File: src/sv/npc_pkg.sv
// Shared constants for the nearest palette color block: field widths,
// command codes and result status codes. No dependencies.
package npc_pkg;

	localparam int FUNC_W   = 2;
	localparam int COLOR_W  = 8;
	localparam int INDEX_W  = 4;
	localparam int DIST_W   = 18;
	localparam int STATUS_W = 3;
	localparam int RGB_W    = 3 * COLOR_W;

	localparam logic [FUNC_W-1:0] FUNC_CLEAR = 2'd0;
	localparam logic [FUNC_W-1:0] FUNC_LOAD  = 2'd1;

	typedef logic [STATUS_W-1:0] status_t;

	localparam status_t ST_MAPPED  = 3'd0;
	localparam status_t ST_LOADED  = 3'd1;
	localparam status_t ST_CLEARED = 3'd2;
	localparam status_t ST_EMPTY   = 3'd3;
	localparam status_t ST_DROPPED = 3'd4;

endpackage

File: src/sv/npc_req_if.sv
// Request channel of the nearest palette color block: valid/ready plus
// command and RGB payload. Depends on npc_pkg.
interface npc_req_if;
	logic                         valid;
	logic                         ready;
	logic [npc_pkg::FUNC_W-1:0]  func;
	logic [npc_pkg::COLOR_W-1:0] red;
	logic [npc_pkg::COLOR_W-1:0] green;
	logic [npc_pkg::COLOR_W-1:0] blue;

	modport source (output valid, func, red, green, blue, input ready);
	modport sink (input valid, func, red, green, blue, output ready);
endinterface

File: src/sv/npc_rsp_if.sv
// Response channel of the nearest palette color block: valid/ready plus
// chosen color, index, distance and status. Depends on npc_pkg.
interface npc_rsp_if;
	logic                           valid;
	logic                           ready;
	logic [npc_pkg::COLOR_W-1:0]   out_red;
	logic [npc_pkg::COLOR_W-1:0]   out_green;
	logic [npc_pkg::COLOR_W-1:0]   out_blue;
	logic [npc_pkg::INDEX_W-1:0]   entry_index;
	logic [npc_pkg::DIST_W-1:0]    best_distance_sq;
	logic [npc_pkg::STATUS_W-1:0]  status;

	modport source (output valid, out_red, out_green, out_blue, entry_index,
		best_distance_sq, status, input ready);
	modport sink (input valid, out_red, out_green, out_blue, entry_index,
		best_distance_sq, status, output ready);
endinterface

File: src/sv/npc_ram.sv
// Generic simple dual-port RAM: one write port, one read port with
// registered read data. No dependencies.
module npc_ram #(
	parameter int WIDTH = 24,
	parameter int DEPTH = 16
) (
	input  logic                                   clk,
	input  logic                                   we,
	input  logic [((DEPTH > 1) ? $clog2(DEPTH) : 1)-1:0] waddr,
	input  logic [WIDTH-1:0]                       wdata,
	input  logic [((DEPTH > 1) ? $clog2(DEPTH) : 1)-1:0] raddr,
	output logic [WIDTH-1:0]                       rdata
);

	logic [WIDTH-1:0] mem [DEPTH];

	always_ff @(posedge clk) begin
		if (we) begin
			mem[waddr] <= wdata;
		end
		rdata <= mem[raddr];
	end

endmodule

File: src/sv/nearest_palette_color.sv
// Nearest palette color quantizer, RGB888. Depends on npc_pkg, npc_req_if,
// npc_rsp_if and npc_ram.
//
// A clear or a load word, and a map on an empty palette, is answered
// straight into the output register, and is taken only while that register is
// free. A map word on a palette of loaded entries is scanned from the newest
// entry to the oldest: the palette RAM delivers one entry per cycle to a
// distance stage and a compare stage, and the result goes to the output
// register once the last entry is compared and that register is free. No
// new word is taken before then. Up to PALETTE_ENTRIES colors are held;
// a load into a full palette is dropped and flagged. On equal distance the
// most recently loaded entry wins. A map word on a non-empty palette is
// taken even while the previous result still waits in the output register;
// every other word waits until that register is free.
module nearest_palette_color #(
	parameter int PALETTE_ENTRIES = 16
) (
	input  logic      clk,
	input  logic      arst_n,
	npc_req_if.sink   req,
	npc_rsp_if.source rsp
);

	import npc_pkg::*;

	localparam int AW = (PALETTE_ENTRIES > 1) ? $clog2(PALETTE_ENTRIES) : 1;
	localparam int CW = $clog2(PALETTE_ENTRIES + 1);
	localparam int IW = (AW > INDEX_W) ? AW : INDEX_W;

	typedef enum logic [1:0] {
		S_IDLE,
		S_SCAN,
		S_DRAIN,
		S_SEND
	} state_t;

	state_t state_q;

	logic [CW-1:0]      count_q;
	logic [CW-1:0]      count_m1;
	logic [COLOR_W-1:0] px_r_q, px_g_q, px_b_q;
	logic [AW-1:0]      scan_idx_q;

	logic               rd_vld_s1, rd_first_s1, rd_last_s1;
	logic [AW-1:0]      rd_idx_s1;

	logic               vld_s2, first_s2, last_s2;
	logic [AW-1:0]      idx_s2;
	logic [RGB_W-1:0]   color_s2;
	logic [DIST_W-1:0]  dist_s2;

	logic [AW-1:0]      best_idx_q;
	logic [RGB_W-1:0]   best_color_q;
	logic [DIST_W-1:0]  best_dist_q;

	logic               rsp_valid_q;
	logic [COLOR_W-1:0] rsp_r_q, rsp_g_q, rsp_b_q;
	logic [INDEX_W-1:0] rsp_idx_q;
	logic [DIST_W-1:0]  rsp_dist_q;
	status_t            rsp_status_q;

	logic               out_free;
	logic               accept;
	logic               is_map;
	logic               full;
	logic               rsp_load;
	logic               ram_we;
	logic [RGB_W-1:0]   ram_wdata;
	logic [AW-1:0]      ram_waddr;
	logic [AW-1:0]      ram_raddr;
	logic [RGB_W-1:0]   ram_rdata;

	logic [COLOR_W-1:0] dr, dg, db;
	logic [2*COLOR_W-1:0] sq_r, sq_g, sq_b;
	logic [DIST_W-1:0]  dist_sum;
	logic               take;
	logic [IW-1:0]      best_idx_ext;
	logic [IW-1:0]      wr_idx_ext;

	assign count_m1  = count_q - CW'(1);
	assign full      = (count_q == CW'(PALETTE_ENTRIES));
	assign is_map    = req.func[1];
	assign out_free  = !rsp_valid_q || rsp.ready;
	assign req.ready = (state_q == S_IDLE)
		&& (out_free || (is_map && (count_q != '0)));
	assign accept    = req.valid && req.ready;
	assign rsp_load  = ((state_q == S_IDLE) && accept && !(is_map && (count_q != '0)))
		|| ((state_q == S_SEND) && out_free);

	assign ram_we    = accept && (req.func == FUNC_LOAD) && !full;
	assign ram_waddr = count_q[AW-1:0];
	assign ram_wdata = {req.red, req.green, req.blue};
	assign ram_raddr = scan_idx_q;

	npc_ram #(
		.WIDTH(RGB_W),
		.DEPTH(PALETTE_ENTRIES)
	) u_palette (
		.clk  (clk),
		.we   (ram_we),
		.waddr(ram_waddr),
		.wdata(ram_wdata),
		.raddr(ram_raddr),
		.rdata(ram_rdata)
	);

	always_comb begin
		dr = (ram_rdata[23:16] > px_r_q) ? ram_rdata[23:16] - px_r_q
			: px_r_q - ram_rdata[23:16];
		dg = (ram_rdata[15:8] > px_g_q) ? ram_rdata[15:8] - px_g_q
			: px_g_q - ram_rdata[15:8];
		db = (ram_rdata[7:0] > px_b_q) ? ram_rdata[7:0] - px_b_q
			: px_b_q - ram_rdata[7:0];
		sq_r = (2*COLOR_W)'(dr) * (2*COLOR_W)'(dr);
		sq_g = (2*COLOR_W)'(dg) * (2*COLOR_W)'(dg);
		sq_b = (2*COLOR_W)'(db) * (2*COLOR_W)'(db);
		dist_sum = DIST_W'(sq_r) + DIST_W'(sq_g) + DIST_W'(sq_b);
	end

	assign take         = first_s2 || (dist_s2 < best_dist_q);
	assign best_idx_ext = IW'(best_idx_q);
	assign wr_idx_ext   = IW'(count_q[AW-1:0]);

	always_ff @(posedge clk or negedge arst_n) begin
		if (!arst_n) begin
			state_q     <= S_IDLE;
			count_q     <= '0;
			rsp_valid_q <= 1'b0;
			rd_vld_s1   <= 1'b0;
			vld_s2      <= 1'b0;
		end else begin
			if (rsp_load) begin
				rsp_valid_q <= 1'b1;
			end else if (rsp.ready) begin
				rsp_valid_q <= 1'b0;
			end

			// read issue
			rd_vld_s1   <= (state_q == S_SCAN);
			rd_idx_s1   <= scan_idx_q;
			rd_first_s1 <= (scan_idx_q == count_m1[AW-1:0]);
			rd_last_s1  <= (scan_idx_q == '0);

			// distance stage
			vld_s2   <= rd_vld_s1;
			first_s2 <= rd_first_s1;
			last_s2  <= rd_last_s1;
			idx_s2   <= rd_idx_s1;
			color_s2 <= ram_rdata;
			dist_s2  <= dist_sum;

			// compare stage
			if (vld_s2 && take) begin
				best_idx_q   <= idx_s2;
				best_color_q <= color_s2;
				best_dist_q  <= dist_s2;
			end

			unique case (state_q)
				S_IDLE: begin
					if (accept) begin
						if (is_map && (count_q != '0)) begin
							px_r_q     <= req.red;
							px_g_q     <= req.green;
							px_b_q     <= req.blue;
							scan_idx_q <= count_m1[AW-1:0];
							state_q    <= S_SCAN;
						end else begin
							rsp_r_q     <= '0;
							rsp_g_q     <= '0;
							rsp_b_q     <= '0;
							rsp_dist_q  <= '0;
							if (is_map) begin
								rsp_status_q <= ST_EMPTY;
								rsp_idx_q    <= '0;
							end else if (req.func == FUNC_CLEAR) begin
								rsp_status_q <= ST_CLEARED;
								rsp_idx_q    <= '0;
								count_q      <= '0;
							end else if (full) begin
								rsp_status_q <= ST_DROPPED;
								rsp_idx_q    <= '0;
							end else begin
								rsp_status_q <= ST_LOADED;
								rsp_idx_q    <= wr_idx_ext[INDEX_W-1:0];
								count_q      <= count_q + CW'(1);
							end
						end
					end
				end
				S_SCAN: begin
					if (scan_idx_q == '0) begin
						state_q <= S_DRAIN;
					end else begin
						scan_idx_q <= scan_idx_q - AW'(1);
					end
				end
				S_DRAIN: begin
					if (vld_s2 && last_s2) begin
						state_q <= S_SEND;
					end
				end
				S_SEND: begin
					if (out_free) begin
						rsp_r_q      <= best_color_q[23:16];
						rsp_g_q      <= best_color_q[15:8];
						rsp_b_q      <= best_color_q[7:0];
						rsp_idx_q    <= best_idx_ext[INDEX_W-1:0];
						rsp_dist_q   <= best_dist_q;
						rsp_status_q <= ST_MAPPED;
						state_q      <= S_IDLE;
					end
				end
				default: state_q <= S_IDLE;
			endcase
		end
	end

	assign rsp.valid            = rsp_valid_q;
	assign rsp.out_red          = rsp_r_q;
	assign rsp.out_green        = rsp_g_q;
	assign rsp.out_blue         = rsp_b_q;
	assign rsp.entry_index      = rsp_idx_q;
	assign rsp.best_distance_sq = rsp_dist_q;
	assign rsp.status           = rsp_status_q;

endmodule

File: src/flat_wrapper.sv
// flat-port wrapper written by rule: the top's interface ports become plain ports
module nearest_palette_color_flat import npc_pkg::*;
#(
	parameter int PALETTE_ENTRIES = 16
)
  (clk, arst_n, req_valid, req_func, req_red, req_green, req_blue, req_ready, rsp_valid, rsp_out_red, rsp_out_green, rsp_out_blue, rsp_entry_index, rsp_best_distance_sq, rsp_status, rsp_ready);
  npc_req_if req_i ();
  npc_rsp_if rsp_i ();
  input  logic clk;
  input  logic arst_n;
  input wire logic [$bits(req_i.valid)-1:0] req_valid;
  input wire logic [$bits(req_i.func)-1:0] req_func;
  input wire logic [$bits(req_i.red)-1:0] req_red;
  input wire logic [$bits(req_i.green)-1:0] req_green;
  input wire logic [$bits(req_i.blue)-1:0] req_blue;
  output wire logic [$bits(req_i.ready)-1:0] req_ready;
  output wire logic [$bits(rsp_i.valid)-1:0] rsp_valid;
  output wire logic [$bits(rsp_i.out_red)-1:0] rsp_out_red;
  output wire logic [$bits(rsp_i.out_green)-1:0] rsp_out_green;
  output wire logic [$bits(rsp_i.out_blue)-1:0] rsp_out_blue;
  output wire logic [$bits(rsp_i.entry_index)-1:0] rsp_entry_index;
  output wire logic [$bits(rsp_i.best_distance_sq)-1:0] rsp_best_distance_sq;
  output wire logic [$bits(rsp_i.status)-1:0] rsp_status;
  input wire logic [$bits(rsp_i.ready)-1:0] rsp_ready;
  assign req_i.valid = req_valid;
  assign req_i.func = req_func;
  assign req_i.red = req_red;
  assign req_i.green = req_green;
  assign req_i.blue = req_blue;
  assign req_ready = req_i.ready;
  assign rsp_valid = rsp_i.valid;
  assign rsp_out_red = rsp_i.out_red;
  assign rsp_out_green = rsp_i.out_green;
  assign rsp_out_blue = rsp_i.out_blue;
  assign rsp_entry_index = rsp_i.entry_index;
  assign rsp_best_distance_sq = rsp_i.best_distance_sq;
  assign rsp_status = rsp_i.status;
  assign rsp_i.ready = rsp_ready;
  nearest_palette_color #(.PALETTE_ENTRIES(PALETTE_ENTRIES)) u_core (.clk(clk), .arst_n(arst_n), .req(req_i), .rsp(rsp_i));
endmodule
File: config.mk
export PLATFORM = sky130hd
export DESIGN_NAME = nearest_palette_color_flat
export DESIGN_NICKNAME = d
export VERILOG_FILES = /design/src/sv/npc_pkg.sv /design/src/sv/npc_req_if.sv /design/src/sv/npc_rsp_if.sv /design/src/sv/npc_ram.sv /design/src/sv/nearest_palette_color.sv /design/src/flat_wrapper.sv
export SDC_FILE = /design/constraint.sdc
export NUM_CORES = 1
export LEC_CHECK = 0
export CORE_AREA = 2 2 226 228
export CTS_CLUSTER_SIZE = 8
export DETAILED_ROUTE_END_ITERATION = 8
export DIE_AREA = 0 0 228 230
export DONT_BUFFER_PORTS = 1
export PLACE_DENSITY = 0.79
export SETUP_SLACK_MARGIN = 0.05
export SLEW_MARGIN = 20
export SYNTH_ARGS = -nofsm -noshare
export SYNTH_HDL_FRONTEND = slang
export SYNTH_SLANG_ARGS = --single-unit
export TNS_END_PERCENT = 20
File: constraint.sdc
create_clock -name clk -period 22.6 [get_ports clk]
set_input_delay 4.52 -clock clk [delete_from_list [all_inputs] [get_ports clk]]
set_output_delay 4.52 -clock clk [all_outputs]
set_load 0.01 [all_outputs]
==> flow_summary.json, run 1 <==
{
  "timing.max_cap.violations": 0,
  "antenna_found_initial": 5,
  "setup_ws_ns": 11.81,
  "track_usage_pct": 25.0,
  "endpoint_kind": "register",
  "coreArea_mm2": 0.0499,
  "r2r_start": "u_core.u_palette.rdata[16]$_DFF_P_",
  "synth.cell_area_mm2": 0.0297,
  "grt_first_pass_wirelength_um": 98900,
  "crit_start": "u_core.u_palette.rdata[16]$_DFF_P_",
  "yosys.area_share.simple_pct": 5.10,
  "crit_required_ns": 22.96,
  "slowest_stage": "xor2_1",
  "reg2reg_setup_slack_ns": 11.81,
  "fin_nets": 2261,
  "path_max_fanout": 8,
  "io_pins": 81,
  "cp_common_cell": "inv_1",
  "netlist_instances": 1900,
  "hold_buffers": 0,
  "io_buffers": 0,
  "synthFlopType": "edfxtp_1",
  "crit_family": "adder cells",
  "final_common_cell": "edfxtp_1",
  "hold_violations": 0,
  "die_area_mm2": 0.0524,
  "yosysWarnings": 0,
  "ys_types": 74,
  "vias": 15894,
  "routed_wl_um": 63400,
  "start_kind": "register",
  "post_cts_buffers": 0,
  "crit_cells": 39,
  "period_needed_ns": 10.79,
  "h-tree-depth": 3,
  "synth-compound-area-share_pct": 4.10,
  "dp_hpwl_um": 37400,
  "clk_pin_slew_ns": 0.05,
  "period_share_pct": 47.8,
  "clk_path_buf_depth": 3,
  "ys_seq_area_share_pct": 59.2,
  "via_per_inst": 5.92,
  "die_y_um": 230,
  "ff2ff_path_depth": 39,
  "crit_path_end": "u_core.dist_s2[14]$_DFFE_PP_",
  "synth-edff-count": 561,
  "criticalPathCategory": "register to register",
  "synth_fa_ha_area_share_pct": 15.2,
  "place_ws_ns": 11.95,
  "setup_viol": 0,
  "avgSynthCellArea_um2": 15.6,
  "drive_above_1_share_pct": 14.3,
  "max_slew_margin_pct": 31.7,
  "holdWs_ns": 0.366,
  "async_reset_ff_share_pct": 1.68,
  "cts_sinks": 595,
  "mostFrequentLayoutCells": "edfxtp_1, inv_1, ha_1",
  "wl_per_cell_um": 23.6,
  "finClkSkew_ns": 0.0244,
  "status": "complete, no violations",
  "drtIter0Drc": 1452,
  "ant_nets": 0,
  "synth_xor_area_share_pct": 2.14,
  "post-route-drc-count": 0,
  "cts-buffers-inserted": 84,
  "crit_arrival_ns": 11.15,
  "firstDrtPassIters": 5,
  "fmax_mhz": 92.6,
  "grt-ovfl-total": 0,
  "worst_r2r_endpoint": "u_core.dist_s2[14]$_DFFE_PP_",
  "cts_resized": 0,
  "report.final.slew_viol_count": 0,
  "num_rows": 82,
  "die_x_um": 228,
  "setup_tns_ns": 0,
  "area_delta_synth_final_pct": 10.8,
  "crit_buf_inv": 12,
  "grt_setup_unrepaired": "no",
  "cts_root_buf": "clkbuf_16",
  "clock_latency_ns": 0.63,
  "slowest_delay_ns": 0.63,
  "tightest_slew_ns": 1.02,
  "muxShareOfSynthArea_pct": 9.96,
  "ys_ff_latch": 595,
  "grt_pass1_vias": 16998,
  "synth_top_family_by_area": "adder cells",
  "hp-class": "register to register",
  "grt_max_degree": 69,
  "gp_congestion": 0.907,
  "hold_path.startpoint": "u_core.rd_vld_s1$_DFF_PN0_",
  "start_util_pct": 59.5,
  "cts_tree": "done",
  "synth_nets": 2217
}
Yosys cell counts (all sizes together), types with 24 or more instances:
library cell  instances  area (µm²)
nand2                62         235
o21ai                34         170
edfxtp              561       16800
inv                 277        1040
clkbuf               31         116
xor2                 24         267
dfxtp                24         480
nor2                 94         360
a21oi                62         314
xnor2                37         369
and2                 61         382
ha                  165        2060
mux4                120        2700
fa                  122        2440
final cells by class:
| cell class | count | area, µm² |
|---|---|---|
| multi-input cells | 974 | 10900 |
| well taps | 672 | 841 |
| repair buffers | 12 | 90.1 |
| flip-flops and latches | 595 | 17600 |
| fillers | 3361 | 17000 |
| inverters | 277 | 1040 |
| clock inverters | 6 | 110 |
| clock buffers | 148 | 2360 |
| diodes | 1 | 2.50 |
metal layers:
| layer | track usage [%] | share of wire, % | wire length [µm] |
|---|---|---|---|
| met3 | 4.69 | 6.8 | 4300 |
| met4 | 9.54 | 2.9 | 1830 |
| met2 | 42.2 | 51 | 32300 |
| met5 | 0 | 0.043 | 27 |
| met1 | 32.6 | 39 | 24900 |
worst min path at each step:
stage                              endpoint  slack, ns  cells past startpoint
finish              u_core.vld_s2$_DFF_PN0_       0.37                      0
global route        u_core.vld_s2$_DFF_PN0_       0.38                      0
CTS                 u_core.vld_s2$_DFF_PN0_       0.38                      0
detailed placement  u_core.vld_s2$_DFF_PN0_       0.34                      0
global placement    u_core.vld_s2$_DFF_PN0_       0.33                      0
floorplan           u_core.vld_s2$_DFF_PN0_       0.33                      0
through the flow:
| step | cell area, µm² | util, % | std cells |
|---|---|---|---|
| 2_1_floorplan | 29700 | - | 1900 |
| 3_3_place_gp | 30400 | 61.0 | 2530 |
| 3_5_place_dp | 30400 | 61.0 | 2530 |
| 4_1_cts | 32900 | 65.9 | 2684 |
| 5_1_grt | 32900 | 66.0 | 2685 |
| 6_report | 32900 | 66.0 | 2685 |
sequential cells by signal (all words and copies together) (netlist names), 2 cells and up:
| signal | count |
|---|---|
| u_core.u_palette.mem | 384 |
| u_core.best_color_q | 24 |
| u_core.color_s2 | 24 |
| u_core.u_palette.rdata | 24 |
| u_core.best_dist_q | 18 |
| u_core.dist_s2 | 18 |
| u_core.rsp.best_distance_sq | 18 |
| u_core.px_b_q | 8 |
| u_core.px_g_q | 8 |
| u_core.px_r_q | 8 |
| u_core.rsp.out_blue | 8 |
| u_core.rsp.out_green | 8 |
| u_core.rsp.out_red | 8 |
| u_core.count_q | 5 |
| u_core.best_idx_ext | 4 |
| u_core.idx_s2 | 4 |
| u_core.ram_raddr | 4 |
| u_core.rd_idx_s1 | 4 |
| u_core.rsp.entry_index | 4 |
| u_core.rsp.status | 3 |
| u_core.state_q | 2 |
cells by family (layout without fill, tap and decap cells):
logic type | after synthesis | in the layout
mux | 141 | 141
flops | 595 | 595
fa+ha+maj | 287 | 287
other cells | 0 | 1
buf+inv | 331 | 443
xor+xnor | 61 | 61
simple gates | 301 | 301
compound gates | 184 | 184
Power of run 1 is left out: the tool's default activity adds up to more than one toggle a clock period on the data nets, which glitch-free logic cannot reach.
==> run 2, diff against run 1 <==
==> constraint.sdc (replaced) <==
create_clock -name clk -period 11.08 [get_ports clk]
set_input_delay 2.216 -clock clk [delete_from_list [all_inputs] [get_ports clk]]
set_output_delay 2.216 -clock clk [all_outputs]
set_load 0.01 [all_outputs]
==> run 2 against run 1 <==
Sequential cell count did not move. Worst hold slack got worse by 0.0043 ns. Global-route usage fell by 0.47 points. Die area did not move. Routed wire length fell by 1.5%. Cell area rose by 0.22%. Final cell count fell by 0.45%. Critical path depth fell by 3. Via count fell by 0.48%. Register-to-register slack got worse by 11 ns. Sequential share of layout area fell by 0.12 points. Worst setup slack got worse by 11 ns.
==> flow_summary.json, run 2 (same netlist as run 1, synthesis figures left out) <==
{
  "grt_pass1_vias": 16688,
  "hold_violations": 0,
  "largest-register": "u_core.u_palette.mem",
  "antenna_found_initial": 1,
  "vias": 15817,
  "cp_common_cell": "fa_1",
  "report.final.slew_viol_count": 0,
  "crit_required_ns": 11.45,
  "endpoint_kind": "register",
  "io_pins": 81,
  "worstHoldEndpoint": "u_core.vld_s2$_DFF_PN0_",
  "coreArea_mm2": 0.0499,
  "grt_setup_unrepaired": "no",
  "period_needed_ns": 10.37,
  "grt_first_pass_wirelength_um": 97100,
  "cts-buffers-inserted": 85,
  "cts_resized": 0,
  "routed_wl_um": 62500,
  "cts_sinks": 595,
  "placed_area_mm2": 0.0304,
  "ff2ff_path_depth": 36,
  "fmax_mhz": 96.4,
  "final_common_cell": "edfxtp_1",
  "drive_above_1_share_pct": 14.8,
  "die_area_mm2": 0.0524,
  "path_max_fanout": 7,
  "nFillCells": 3342,
  "clk_path_buf_depth": 3,
  "grt_max_degree": 102,
  "criticalPathCategory": "register to register",
  "cts_tree": "done",
  "finClkSkew_ns": 0.0383,
  "period_share_pct": 93.6,
  "status": "complete, no violations",
  "clock_latency_ns": 0.64,
  "fin_nets": 2265,
  "die_y_um": 230,
  "die_x_um": 228,
  "hp-class": "register to register",
  "via_per_inst": 5.92,
  "utilization_pct": 66.1,
  "crit_arrival_ns": 10.74,
  "worst_r2r_endpoint": "u_core.dist_s2[17]$_DFFE_PP_",
  "max_slew_margin_pct": 33.0,
  "setup_viol": 0,
  "area_delta_synth_final_pct": 11.1,
  "post_cts_buffers": 0,
  "final_cells": 2673,
  "slowest_stage": "fa_1",
  "post-route-drc-count": 0,
  "setup_tns_ns": 0,
  "min_path_cells": 0,
  "firstDrtPassIters": 5,
  "mostFrequentLayoutCells": "edfxtp_1, inv_1, ha_1",
  "hold_buffers": 0,
  "io_buffers": 0,
  "clk_pin_slew_ns": 0.06,
  "num_rows": 82,
  "dp_hpwl_um": 37100,
  "hold_path.startpoint": "u_core.rd_vld_s1$_DFF_PN0_",
  "cts_root_buf": "clkbuf_16",
  "drtIter0Drc": 1386,
  "wl_per_cell_um": 23.4,
  "reg2reg_setup_slack_ns": 0.71,
  "tightest_slew_ns": 1.01,
  "h-tree-depth": 3,
  "r2r_start": "u_core.u_palette.rdata[8]$_DFF_P_",
  "slowest_delay_ns": 0.61,
  "start_util_pct": 59.5,
  "dp.cells": 2533,
  "ant_nets": 0,
  "gp_congestion": 0.879,
  "grt-ovfl-total": 0,
  "start_kind": "register",
  "finalInstanceArea_mm2": 0.0330,
  "timing.max_cap.violations": 0,
  "track_usage_pct": 24.5,
  "largest_register_ff_count": 384
}
run 2: critical path: cells and delay by family, from the launching register on:
kind / cells / cell delay (ns)
adders and majority gates: 13 / 5.21
DFF: 1 / 0.32
muxes: 1 / 0.25
buffers and inverters: 7 / 0.49
xor gates and xnor gates: 3 / 0.86
and+or+nand+nor: 3 / 0.51
AOI/OAI and AO/OA: 9 / 2.48
run 2: per-stage QoR:
step | hold WS, ns | setup slack [ns]
floorplan | 0.331 | 1.32
global placement | 0.332 | 0.703
detailed placement | 0.351 | 0.573
CTS | 0.368 | 0.575
global route | 0.365 | 0.0426
finish | 0.362 | 0.707
run 2: final cells by class:
class	count	area (µm²)	area share, %
flip-flops and latches	595	17600	53.3
well taps	672	841	2.55
clock buffers	133	2370	7.19
multi-input cells	974	10900	33.0
inverters	277	1040	3.15
repair buffers	15	125	0.380
clock inverters	6	124	0.376
diodes	1	2.50	0.00759
run 2: worst max-delay path by stage:
stage | start | to | slack, ns | depth (start not counted)
2_1_floorplan | u_core.px_r_q[0]$_DFFE_PP_ | u_core.dist_s2[14]$_DFFE_PP_ | 1.32 | 39
3_3_place_gp | u_core.u_palette.rdata[8]$_DFF_P_ | u_core.dist_s2[14]$_DFFE_PP_ | 0.70 | 36
3_5_place_dp | u_core.px_g_q[0]$_DFFE_PP_ | u_core.dist_s2[16]$_DFFE_PP_ | 0.57 | 34
4_1_cts | u_core.u_palette.rdata[16]$_DFF_P_ | u_core.dist_s2[14]$_DFFE_PP_ | 0.58 | 40
5_1_grt | u_core.u_palette.rdata[16]$_DFF_P_ | u_core.dist_s2[17]$_DFFE_PP_ | 0.04 | 41
6_report | u_core.u_palette.rdata[8]$_DFF_P_ | u_core.dist_s2[17]$_DFFE_PP_ | 0.71 | 36
run 2: per-layer routing:
layer / vias up / track usage [%] / wire length (µm) / part of all wire (%)
li1: 6937 / - / - / -
met1: 8100 / 32.2 / 24700 / 39
met2: 618 / 40.9 / 31700 / 51
met3: 162 / 4.50 / 4110 / 6.6
met4: 0 / 9.91 / 2000 / 3.2
met5: - / 0 / 0 / 0
Power of run 2 is left out for the same reason.
==> run 3, diff against run 2 <==
--- a/config.mk
+++ b/config.mk
@@ -10,7 +10,7 @@
 export DETAILED_ROUTE_END_ITERATION = 8
 export DIE_AREA = 0 0 228 230
 export DONT_BUFFER_PORTS = 1
-export PLACE_DENSITY = 0.79
+export PLACE_DENSITY = 0.75
 export SETUP_SLACK_MARGIN = 0.05
 export SLEW_MARGIN = 20
 export SYNTH_ARGS = -nofsm -noshare
==> run 3 against run 2 <==
Sequential cell count stayed put. Global-route usage down 0.58 points. Worst hold slack better by 0.00087 ns.
==> flow_summary.json, run 3 (same netlist as run 1, synthesis figures left out) <==
{
  "endpoint_kind": "register",
  "grt_max_degree": 69,
  "cts_root_buf": "clkbuf_16",
  "clk_path_buf_depth": 3,
  "firstDrtPassIters": 5,
  "r2r_start": "u_core.px_r_q[4]$_DFFE_PP_",
  "path_max_fanout": 8,
  "largest_register_ff_count": 384,
  "post-route-drc-count": 0,
  "crit_buf_inv": 6,
  "timing.max_cap.violations": 0,
  "io_pins": 81,
  "crit_required_ns": 11.45,
  "final_common_cell": "edfxtp_1",
  "clk_pin_slew_ns": 0.05,
  "setup_tns_ns": 0,
  "tightest_slew_ns": 1.00,
  "drive_above_1_share_pct": 14.7,
  "cts-buffers-inserted": 84,
  "max_slew_margin_pct": 33.0,
  "hp-class": "register to register",
  "cts_tree": "done",
  "num_rows": 82,
  "grt_pass1_vias": 16426,
  "area_delta_synth_final_pct": 11.3,
  "largest-register": "u_core.u_palette.mem",
  "clock_latency_ns": 0.64,
  "finClkSkew_ns": 0.0241,
  "drtIter0Drc": 1296,
  "grt_first_pass_wirelength_um": 94400,
  "coreArea_mm2": 0.0499,
  "report.final.slew_viol_count": 0,
  "routed_wl_um": 60500,
  "hold_path.startpoint": "u_core.rd_vld_s1$_DFF_PN0_",
  "h-tree-depth": 3,
  "fmax_mhz": 96.3,
  "mostFrequentLayoutCells": "edfxtp_1, inv_1, ha_1",
  "ff2ff_path_depth": 36,
  "criticalPathCategory": "register to register",
  "grt-ovfl-total": 0,
  "grt_setup_unrepaired": "no",
  "wl_per_cell_um": 22.4,
  "n_antenna_cell": 0,
  "crit_family": "adder cells",
  "slowest_stage": "fa_1",
  "cts_sinks": 595,
  "cp_common_cell": "fa_1",
  "track_usage_pct": 23.9,
  "via_per_inst": 5.79,
  "worst_r2r_endpoint": "u_core.dist_s2[17]$_DFFE_PP_",
  "period_needed_ns": 10.39,
  "reg2reg_setup_slack_ns": 0.69,
  "die_area_mm2": 0.0524,
  "gp_congestion": 0.865,
  "min_path_cells": 0,
  "antenna_found_initial": 1,
  "status": "complete, no violations",
  "start_kind": "register",
  "io_buffers": 0,
  "worstHoldEndpoint": "u_core.vld_s2$_DFF_PN0_",
  "die_y_um": 230,
  "setup_viol": 0,
  "start_util_pct": 59.5,
  "vias": 15624,
  "die_x_um": 228,
  "period_share_pct": 93.8,
  "ant_nets": 0,
  "hold_violations": 0,
  "crit_arrival_ns": 10.76,
  "fin_nets": 2279,
  "dp_hpwl_um": 37200,
  "slowest_delay_ns": 0.54
}
==> run 3: cell types whose count changed in the layout (fill, tap and decap cells not counted), moves of 4 or more <==
cell / before / now
and2_1: 49 / 60
and2_2: 12 / 1
buf_4: 14 / 30
clkbuf_1: 45 / 56
clkbuf_16: 88 / 84
inv_16: 0 / 5
==> run 3: worst max-delay path by stage <==
stage | startpoint | endpoint | slack, ns | depth (start not counted)
6_report | u_core.px_r_q[4]$_DFFE_PP_ | u_core.dist_s2[17]$_DFFE_PP_ | 0.69 | 36
5_1_grt | u_core.u_palette.rdata[16]$_DFF_P_ | u_core.dist_s2[17]$_DFFE_PP_ | 0.09 | 39
4_1_cts | u_core.u_palette.rdata[16]$_DFF_P_ | u_core.dist_s2[17]$_DFFE_PP_ | 0.52 | 40
3_5_place_dp | u_core.u_palette.rdata[16]$_DFF_P_ | u_core.dist_s2[16]$_DFFE_PP_ | 0.55 | 40
3_3_place_gp | u_core.u_palette.rdata[16]$_DFF_P_ | u_core.dist_s2[14]$_DFFE_PP_ | 0.74 | 41
2_1_floorplan | u_core.px_r_q[0]$_DFFE_PP_ | u_core.dist_s2[14]$_DFFE_PP_ | 1.32 | 39
==> run 3: what timing repair did <==
item | in CTS | in global routing
gates resized for setup | 0 | 4
endpoints found under the setup margin | 0 | 4
hold buffers | 0 | 0
buffers inserted | 0 | 1
==> run 3: stage by stage <==
stage                     util [%]  area (µm²)  hold WS [ns]  instances  worst slack [ns]
final                         66.2       33000         0.363       2697             0.692
after global routing          66.2       33000         0.371       2697            0.0914
after CTS                     66.2       33000         0.360       2696             0.524
after detailed placement      61.2       30500         0.346       2547             0.551
after global placement        61.2       30500         0.335       2547             0.744
after floorplan                  -       29700         0.331       1900              1.32
==> run 3: routing by layer <==
metal  track usage, %  part of all wire [%]  vias up
li1                 -                     -     6978
met1             31.2                    41     8031
met2             41.0                    51      498
met3             4.08                   5.6      117
met4             8.60                   2.7        0
met5                0                     0        -
==> run 3: layout make-up <==
| cell class | instances | area, µm² |
|---|---|---|
| Timing Repair Buffer | 30 | 225 |
| Sequential cell | 595 | 17600 |
| Clock buffer | 140 | 2310 |
| Fill cell | 3414 | 16800 |
| Multi-Input combinational cell | 974 | 10900 |
| Inverter | 277 | 1040 |
| Clock inverter | 9 | 155 |
| Tap cell | 672 | 841 |
==> run 3: worst register-to-register path: cells and delay by family, from the launching register on <==
family | cells | cell delay, ns
adders and majority gates | 12 | 5.49
AOI/OAI and AO/OA | 9 | 2.28
xor gates and xnor gates | 3 | 0.69
and+or+nand+nor | 5 | 0.56
DFF | 1 | 0.41
muxes | 1 | 0.39
buffers and inverters | 6 | 0.33
Power of run 3 is left out for the same reason.
